==> src/rtl/rdiu_ram.sv <==
// generic single write port, single read port ram with registered read
module rdiu_ram #(
  parameter int WIDTH = 8,
  parameter int DEPTH = 16,
  parameter int AW    = (DEPTH > 1) ? $clog2(DEPTH) : 1
) (
  input  logic             clk,
  input  logic             we,
  input  logic [AW-1:0]    waddr,
  input  logic [WIDTH-1:0] wdata,
  input  logic             re,
  input  logic [AW-1:0]    raddr,
  output logic [WIDTH-1:0] rdata
);

  logic [WIDTH-1:0] mem [DEPTH];

  // write port
  always_ff @(posedge clk) begin
    if (we) begin
      mem[waddr] <= wdata;
    end
  end

  // registered read, holds when not enabled
  always_ff @(posedge clk) begin
    if (re) begin
      rdata <= mem[raddr];
    end
  end

endmodule

==> config.mk <==
export PLATFORM = sky130hd
export DESIGN_NAME = rdiu_ram
export DESIGN_NICKNAME = d
export VERILOG_FILES = /design/src/rtl/rdiu_ram.sv
export SDC_FILE = /design/constraint.sdc
export NUM_CORES = 1
export LEC_CHECK = 0
export BUFFER_PORTS_ARGS = -buffer_cell sky130_fd_sc_hd__clkbuf_2
export CAP_MARGIN = 0
export CORE_UTILIZATION = 54
export DETAILED_ROUTE_END_ITERATION = 8
export PLACE_DENSITY = 0.74
export SETUP_SLACK_MARGIN = 0.02
export SLEW_MARGIN = 40
export SYNTH_ARGS = -nofsm -noshare
export SYNTH_HDL_FRONTEND = slang
export SYNTH_SLANG_ARGS = --single-unit
==> constraint.sdc <==
create_clock -name clk -period 1.8 [get_ports clk]
set_clock_uncertainty 0.15 [all_clocks]
set_input_delay 0.18 -clock clk [delete_from_list [all_inputs] [get_ports clk]]
set_output_delay 0.18 -clock clk [all_outputs]
set_load 0.1 [all_outputs]
* Word-level counts from Yosys, hierarchy flattened
Memory sizes are Yosys's and may differ from the RTL's. A register that Yosys moved wholly into a read port is not among the register bits. Index checks and enable logic that the tools add are counted.
Cells by class: muxes and demuxes 2
Operators with widths (number):
- $mux 1 | 2
Word-level totals: memories kept 1, memory bits (writable) 128, bits of input ports 19, output and inout bits 8, flip-flop bits (word level) 0, word-level logic and storage cells 3
Memories:
- mem | depth 16, width 8, rd ports 1, clocked after memory_dff 1, write ports 1, RTL line 16 | logic [WIDTH-1:0] mem [DEPTH];

* Depth between registers and ports, before layout
Gate-level depths: netlist (run 1).
word-level depth 2, gate-level depth with buffers 5, depth with buffers taken out 3

* Worst setup path after synthesis (run 1)
Ideal clock, no wire load.
path kind input to register, from input port waddr[2], to memory mem[0][0], enable pin, path buffers 0, setup time 383 ps, arrival time 1290 ps, required time 1267 ps, stages 2, slack -23 ps, path through or3b_2 nor3_1
RTL lines:
- start: declaration | RTL line 9 | input logic [AW-1:0] waddr,
- end: declaration | RTL line 16
Straight into the memory's write port.

* Final worst setup path (run 1)
from register rdata[7], read port of mem, to output port rdata[7]
RTL lines:
- start: declaration | RTL line 13 | output logic [WIDTH-1:0] rdata
No word-level cell between the ends.

==> results of run 1 <==
[cell families after synthesis]
| logic type | Yosys count |
|---|---|
| simple gates | 35 |
| compound gates | 16 |
| flops | 136 |
| buf+inv | 10 |
| mux | 32 |
[power by group through the flow]
| stage | sequential (W) | clock, W | combinational [W] |
|---|---|---|---|
| CTS | 0.00359 | 0.00350 | 0.000456 |
| floorplan | 0.00376 | 0 | 0.000180 |
| global placement | 0.00365 | 0 | 0.000432 |
| finish | 0.00359 | 0.00346 | 0.000450 |
| detailed placement | 0.00365 | 0 | 0.000438 |
| global route | 0.00359 | 0.00364 | 0.000480 |
[what timing repair did]
item,in CTS,in global routing
endpoints found under the hold margin,136,0
hold buffers,9,0
resized for setup,0,0
[sequential cells by signal (all words and copies together) (netlist names)]
name,cells
rdata,8
mem,128
[layout make-up]
class,instances,share of cell area (%)
clock buffer,18,6.60
clock inverter,13,2.85
multi-input combinational,83,16.8
sequential,136,64.5
tap,129,2.55
timing repair buffer,57,6.68
[cells in the final DEF, fill, tap and decap left out, types with 2 or more instances in the layout]
cell	instances
sky130_fd_sc_hd__edfxtp_1	136
sky130_fd_sc_hd__clkbuf_2	26
sky130_fd_sc_hd__buf_4	19
sky130_fd_sc_hd__mux4_2	18
sky130_fd_sc_hd__a22oi_1	16
sky130_fd_sc_hd__clkbuf_16	16
sky130_fd_sc_hd__mux4_1	14
sky130_fd_sc_hd__nor2_1	13
sky130_fd_sc_hd__nand2_1	9
sky130_fd_sc_hd__dlygate4sd3_1	9
sky130_fd_sc_hd__clkinvlp_4	5
sky130_fd_sc_hd__bufinv_16	4
sky130_fd_sc_hd__nor3_1	3
sky130_fd_sc_hd__buf_12	3
sky130_fd_sc_hd__nand3b_1	2
sky130_fd_sc_hd__nand2b_1	2
sky130_fd_sc_hd__clkinv_2	2
[worst max path at each step]
stage / slack (ns) / startpoint / to
final: 0.07 / rdata[7]$_DFFE_PP_ / rdata[7]
after global routing: 0.04 / rdata[7]$_DFFE_PP_ / rdata[7]
after CTS: 0.04 / rdata[7]$_DFFE_PP_ / rdata[7]
after detailed placement: -0.16 / raddr[0] / rdata[4]$_DFFE_PP_
after global placement: -0.14 / raddr[0] / rdata[4]$_DFFE_PP_
after floorplan: 0.19 / raddr[0] / rdata[1]$_DFFE_PP_
[per-layer routing]
layer	up-vias	routed length, um
met5	-	0
met4	0	132
met3	14	610
met2	106	4670
met1	1325	4000
li1	1115	-
[per-stage QoR]
| stage | TNS, ns | area, um^2 | setup slack (ns) | util [%] |
|---|---|---|---|---|
| detailed placement | -0.487 | 5640 | -0.160 | 60.5 |
| finish | 0 | 6330 | 0.0682 | 67.8 |
| CTS | 0 | 6330 | 0.0410 | 67.8 |
| global placement | -0.368 | 5640 | -0.145 | 60.5 |
| floorplan | 0 | 5230 | 0.188 | - |
| global route | 0 | 6330 | 0.0412 | 67.8 |
==> results.txt, run 1 <==
The flow ran to the end, and the final reports show no timing, DRC or antenna violations. After the first detailed-routing iteration, the DRC count stood at 174. The total net switching power was 0.00154 W; the post-route clock period utilization was 96.2%. The tools report the flip-flop and latch area as 0.00408 mm^2. The average instance area after synthesis was 22.8 um^2. In this run the post-CTS setup repair buffer count came out at 0. The tools report the data arrival time at the worst-slack endpoint as 1.40 ns. The tools report the required time of the critical path as 1.47 ns.

By count the netlist is led by sky130_fd_sc_hd__edfxtp_1 (136), sky130_fd_sc_hd__mux4_2 (18), sky130_fd_sc_hd__a22oi_1 (16). Summing all multi-input logic gate instances after layout gives 0.00106 mm^2. The width of the chip is 100 um, and the number of CTS-inserted buffers is 17. The tools report the total count of max-transition violations in the final report as 0. Measured in cells, the most critical reg-to-reg path has a length of 3. After detailed placement, the design holds a cell count of 396.

The number of flip-flops and latches in the synthesized netlist works out to 136. Counting every sink on the clock net gives 136. In this run the biggest area consumer among cell types represents 78.1% of the synthesized area.

The clock network is responsible for 46.1% of the overall power. The count of cell types in the netlist was 18. The actual slew at the worst max-slew pin works out to 0.553 ns.

The instance count on the critical path works out to 1. The tools report the number of iterations in the first detailed-routing pass as 4. The top-level port count was 27; the combinational share of power was 6.0%. The maximum fanout count along the critical path was 1; the fraction of final layout cells sized beyond drive strength 1 was 31.6%. The run gives 47.9% as the sequential share of power. Summing every instance area after synthesis gives 0.00523 mm^2. The routed wire length is 9.42 mm.

Of all cell types, the one taking the most synthesized area is sky130_fd_sc_hd__edfxtp_1. The signal on the critical path passes through clkbuf_2. The analysis attributes to cell leakage a power of 2.16 nW. Clock-pin slew was measured on the worst setup and hold paths at 0.06 ns.

For the global routing usage on met2, the log shows 32.2%. The logs give 4 for the H-tree depth and 22 for the pin count of the biggest net entering global routing. The power after layout came out at 0.00750 W. The tools report the critical hold path startpoint as waddr[0]. The number of nets in the synthesized netlist is 248. The number of vias per cell is 5.87.

Sorting the synthesized cells by area gives the leading types as sky130_fd_sc_hd__edfxtp_1 (78%), sky130_fd_sc_hd__mux4_2 (7.8%), sky130_fd_sc_hd__mux4_1 (7.0%). The longest clock path from root to sink contains 2 buffers. Max-cap check violation count: 0.

The most common cell in the synthesized netlist is sky130_fd_sc_hd__edfxtp_1. Summing the areas of all and, or, nand and nor instances in the mapped netlist gives 3.14% of the synthesized area. The run gives 0 as the synthesis warning total. Total number of vias: 2560. The tools report the worst hold endpoint as mem[0][4]$_DFFE_PP_. Critical register-to-register path endpoint: rdata[1]$_DFFE_PP_. The net count of the finished layout was 314. The starting density of the core is 56.0%. The tools report the source of the worst register-to-register timing path as mem[0][1]$_DFFE_PP_. Static timing analysis puts the maximum clock frequency at 577 MHz.

Counting instances, the worst hold path has a depth of 3. The logs give 0.52 ns for the latest clock arrival within the worst-skew pair and 0.0101 mm^2 for the area enclosed by the die boundary. The detail route stage leaves a number of antenna-violating nets equal to 0. In the global route stage, overall resource usage came out at 21.2%. Internal power comes to 0.00596 W. The class of the tightest hold or removal check is in2reg. Primary flip-flop cell chosen by synthesis mapping: sky130_fd_sc_hd__edfxtp_1. In the routed design, unresolved DRC markers number 0. Category of the worst setup path launch point: a register.

The weighted congestion at the end of routability-driven global placement came out at 0.692. Leaving out filler cells and counting taps, the final layout contains 436. Sequential elements use 78.1% of the synthesized area.

Highest-utilization routing layer at the global route stage: met2. Classification of the worst setup path: reg2out. Counting the fill cells in the layout gives 574.

The sum of overflow across all layers after global routing came out at 0. The worst-case IR drop observed on VDD is 0.000617 V. The post-route worst hold slack came out at 0.0729 ns.

From bottom edge to top edge, the die measures 100 um. The buffers plus inverters on the worst setup path came out at 1. Mux share of post-synthesis cell area: 14.8%. After legalization and detailed placement, the total HPWL measured 6.04 mm. After synthesis, the largest family of logic cells by area is multiplexers.

The number of synthesized flops with an enable pin was 136; the port buffer count was 26. In the synthesized netlist, the number of instances is 229. TritonCTS built the clock tree. The number of hold violations in the final report was 0; the share of total power consumed by net switching was 20.5%. For the minimum setup slack among reg-to-reg paths, the log shows 0.17 ns.

Global routing used 29.4% of the available met1 tracks. Dividing the detail-routed wire length by the instance count gives 21.6 um. The number of antenna violations at the first check in global routing is 0. CTS placed an instance of sky130_fd_sc_hd__clkbuf_8 at the clock tree root. Setup repair after global routing left no endpoint under its margin. Measured against its own limit, the worst slew margin works out to 63.3%. The met3 track utilization from global routing came out at 6.06%.

The xor/xnor cell area share of the yosys netlist was 0%. The run gives 0 as the number of setup violations in the final report. The post-synthesis share of cell area spent on full adders, half adders and majority gates is 0%. The area growth from synthesis to layout is 21.1%. The delay of the slowest cell on the worst path is 0.48 ns, and the post-synthesis compound-gate area fraction is 2.30%. The number of antenna diodes in the final layout is 0. The worst setup path is captured at a primary output. The placeable core region is 0.00933 mm^2. The gate family responsible for the most delay along the worst path was buffers and inverters. For the via count of the first global-routing pass, the log shows 2559. The largest individual stage delay along the critical path comes from the cell sky130_fd_sc_hd__clkbuf_2.

In the synthesized netlist the async set-or-reset flop fraction comes to 0%. After floorplanning, the core was divided into 35 placement rows. The post-route minimum period was 1.73 ns; the first-pass GRT wire length was 14.6 mm.

Power spread over the standard cell area amounts to 1180 mW/mm^2.
(Power assumes the default switching activity.)
==> run 2: changes to the inputs <==
--- a/config.mk
+++ b/config.mk
@@ -7,6 +7,7 @@
 export LEC_CHECK = 0
 export BUFFER_PORTS_ARGS = -buffer_cell sky130_fd_sc_hd__clkbuf_2
 export CAP_MARGIN = 0
+export CORE_ASPECT_RATIO = 2
 export CORE_UTILIZATION = 54
 export DETAILED_ROUTE_END_ITERATION = 8
 export PLACE_DENSITY = 0.74
==> run 2 against run 1 <==
Net effect: the flow now finishes with violations (hold timing); via count fell by 3.0%; critical path depth rose by 2; sequential power barely moved; worst hold slack got worse by 0.080 ns; flip-flop and latch count did not move; power fell by 1.3%; final area fell by 1.6%; register-to-register slack got worse by 0.04 ns; setup slack improved by 0.059 ns; critical endpoint is now rdata[0]$_DFFE_PP_; largest power group unchanged; highest routed layer unchanged.
==> results.txt, run 2 (synthesis results as in run 1) <==
The flow ran to the end, but the final reports show violations. The checks that failed: hold timing. The leakage power figure was 2.16 nW (about the same).

The logs give 0 (unchanged) for the post-cts sizing count and 0.000862 V (+40%) for the peak supply drop. The area enclosed by the die boundary is 0.0101 mm^2 (+0.23%). The port buffer count is 26 (unchanged). Global routing usage on met2: 39.1% (+6.9 points). The max-cap check violation count was 0 (unchanged).

The estimated wirelength of the detail-placed design is 6.58 mm (+8.9%). The worst setup path is of the reg2reg kind. The tools report the sum of overflow across all layers after global routing as 0 (unchanged).

STA classifies the critical path endpoint as a register. The logs give 0 (unchanged) for the number of inserted diodes and 22.1% (+0.87 points) for the combined global-route utilization of all metal layers. The wire length per cell was 24.0 um (+11%); the number of hold violations in the final report was 4 (+4). The number of setup violations in the final report was 0 (unchanged); the post-route minimum period was 1.67 ns (-0.0593 ns).

The run gives 0 (unchanged) as the total count of max-transition violations in the final report. The via count of the first global-routing pass was 2657 (+3.8%). The post-route clock period utilization is 92.9% (-3.3 points). The width of the chip is 71.6 um (-29%), and the first-pass GRT wire length is 15.2 mm (+4.3%).

The pin count of the biggest net entering global routing is 33 (+50%). For the number of antenna-violating nets in the routed design, the log shows 0 (unchanged). The tools report the latest clock arrival within the worst-skew pair as 0.41 ns (-0.11 ns).

Worst slew margin relative to its limit: 62.4% (-0.92 points). For the met3 track utilization from global routing, the log shows 5.86% (-0.20 points). The total number of vias is 2484 (-3.0%), and the number of flip-flops under the largest register name is 128 (unchanged). The library cell used most frequently in the layout, excluding fill and tap cells, is sky130_fd_sc_hd__edfxtp_1. Relative to the synthesized area, the layout overhead comes to 19.1%. TritonCTS built the clock tree.

The highest-utilization routing layer at the global route stage is met2. The run gives 1.80 ns (+0.33 ns) as the required time of the critical path. The number of vias per cell came out at 6.07 (+3.4%).

The remaining routing DRC violations was 0 (unchanged); the number of rows in the core area was 50 (+43%). The tools report the number of iterations in the first detailed-routing pass as 4 (unchanged). The cell chosen for the clock root was sky130_fd_sc_hd__clkbuf_16. The number of buffers added to fix hold violations after cts was 0 (-9); the peak clock frequency supported by timing was 598 MHz (+3.5%). Fraction of final layout cells sized beyond drive strength 1: 34.1% (+2.5 points). The met1 usage in global routing was 24.3% (-5.1 points). The tools report the category of the worst setup path launch point as a register.

The sum of negative setup slack is 0 ns (unchanged), and the net count of the finished layout is 311 (-0.96%). The data arrival time at the worst-slack endpoint is 1.67 ns (+0.27 ns). The H-tree depth was 4 (unchanged); the number of sinks on the clock net was 136 (unchanged).

The starting DRC count in detailed routing was 201 (+16%). In the layout the commonest cells are sky130_fd_sc_hd__edfxtp_1 (136), sky130_fd_sc_hd__clkbuf_2 (26), sky130_fd_sc_hd__buf_4 (26), sky130_fd_sc_hd__mux4_2 (18), sky130_fd_sc_hd__clkbuf_16 (17). The number of CTS-inserted buffers was 17 (unchanged); the post-route worst hold slack was -0.00691 ns (-0.0798 ns). Total setup buffers inserted after CTS: 0 (unchanged). The tools report the top-level port count as 27 (unchanged). The buffer levels on the longest clock path was 2 (unchanged); the clock transition at the register clock pins on the worst setup and hold paths after CTS was 0.06 ns (about the same).

The tightest min-delay check is of the in2reg type. Power density relative to cell area: 1190 mW/mm^2 (+0.35%). Setup repair after global routing left no endpoint under its margin.

For the weighted congestion at the end of routability-driven global placement, the log shows 0.746 (+7.8%). The number of antenna violations at the first check in global routing is 0 (unchanged), and the maximum fanout count along the critical path is 1 (unchanged). Fill cell total of the finished layout: 589 (+2.6%). More flip-flops sit in one register than any other, and that register is mem. The logs give 0.00623 mm^2 (-1.6%) for the final cell area excluding filler cells and 0.00938 mm^2 (+0.60%) for the placeable core region.

Depth of the most critical reg-to-reg path: 3 (unchanged). The routed wire length is 9.82 mm (+4.3%). The height of the die came out at 141 um (+41%). The actual slew at the worst max-slew pin is 0.567 ns (+0.0139 ns), and the number of instances on the worst hold path is 1 (-2). The run gives 0.00564 mm^2 (about the same) as the placed instance area. The largest registers in the layout are mem (128), rdata (8).

The starting density of the core came out at 55.7% (-0.34 points).
-- run 2: final timing paths --
path,start,endpoint,slack [ns]
min,re,rdata[7]$_DFFE_PP_,-0.007
max reg2reg,mem[1][0]$_DFFE_PP_,rdata[0]$_DFFE_PP_,0.13
min reg2reg,mem[15][6]$_DFFE_PP_,rdata[6]$_DFFE_PP_,0.59
max,mem[1][0]$_DFFE_PP_,rdata[0]$_DFFE_PP_,0.13
-- run 2: cell type report --
class / count / area (um^2) / share of cell area [%]
multi-input combinational: 83 / 1060 / 17.1
tap: 104 / 130 / 2.09
sequential: 136 / 4080 / 65.6
clock inverter: 14 / 156 / 2.51
clock buffer: 18 / 429 / 6.89
timing repair buffer: 54 / 365 / 5.87
-- run 2: stage by stage --
stage               power [W]  setup WS, ns  hold slack, ns  utilization [%]  instances
floorplan             0.00394         0.188           0.129                -        229
global placement      0.00408       -0.0711           0.415             60.1        377
detailed placement    0.00410        -0.101           0.439             60.1        377
CTS                   0.00746         0.154         0.00269             66.4        409
global route          0.00760        0.0735         0.00858             66.4        409
finish                0.00740         0.128        -0.00691             66.4        409
-- run 2: per-layer routing --
metal  routed length, um  part of all wire (%)
met1                3590                    37
met2                5750                    59
met3                 339                   3.5
met4                 144                   1.5
met5                   0                     0
-- run 2: critical path, stage by stage, from the launching register on --
cell	delay, ns
sky130_fd_sc_hd__edfxtp_1	0.38
sky130_fd_sc_hd__mux4_1	0.51
sky130_fd_sc_hd__a22oi_1	0.30
sky130_fd_sc_hd__nand2_1	0.08
-- run 2: power breakdown --
group | switching [W] | leakage (nW) | total (W) | internal, W
logic | 0.000291 | 0.634 | 0.000440 | 0.000149
clock network | 0.00122 | 0.287 | 0.00337 | 0.00216
registers | 0.0000187 | 1.24 | 0.00359 | 0.00357
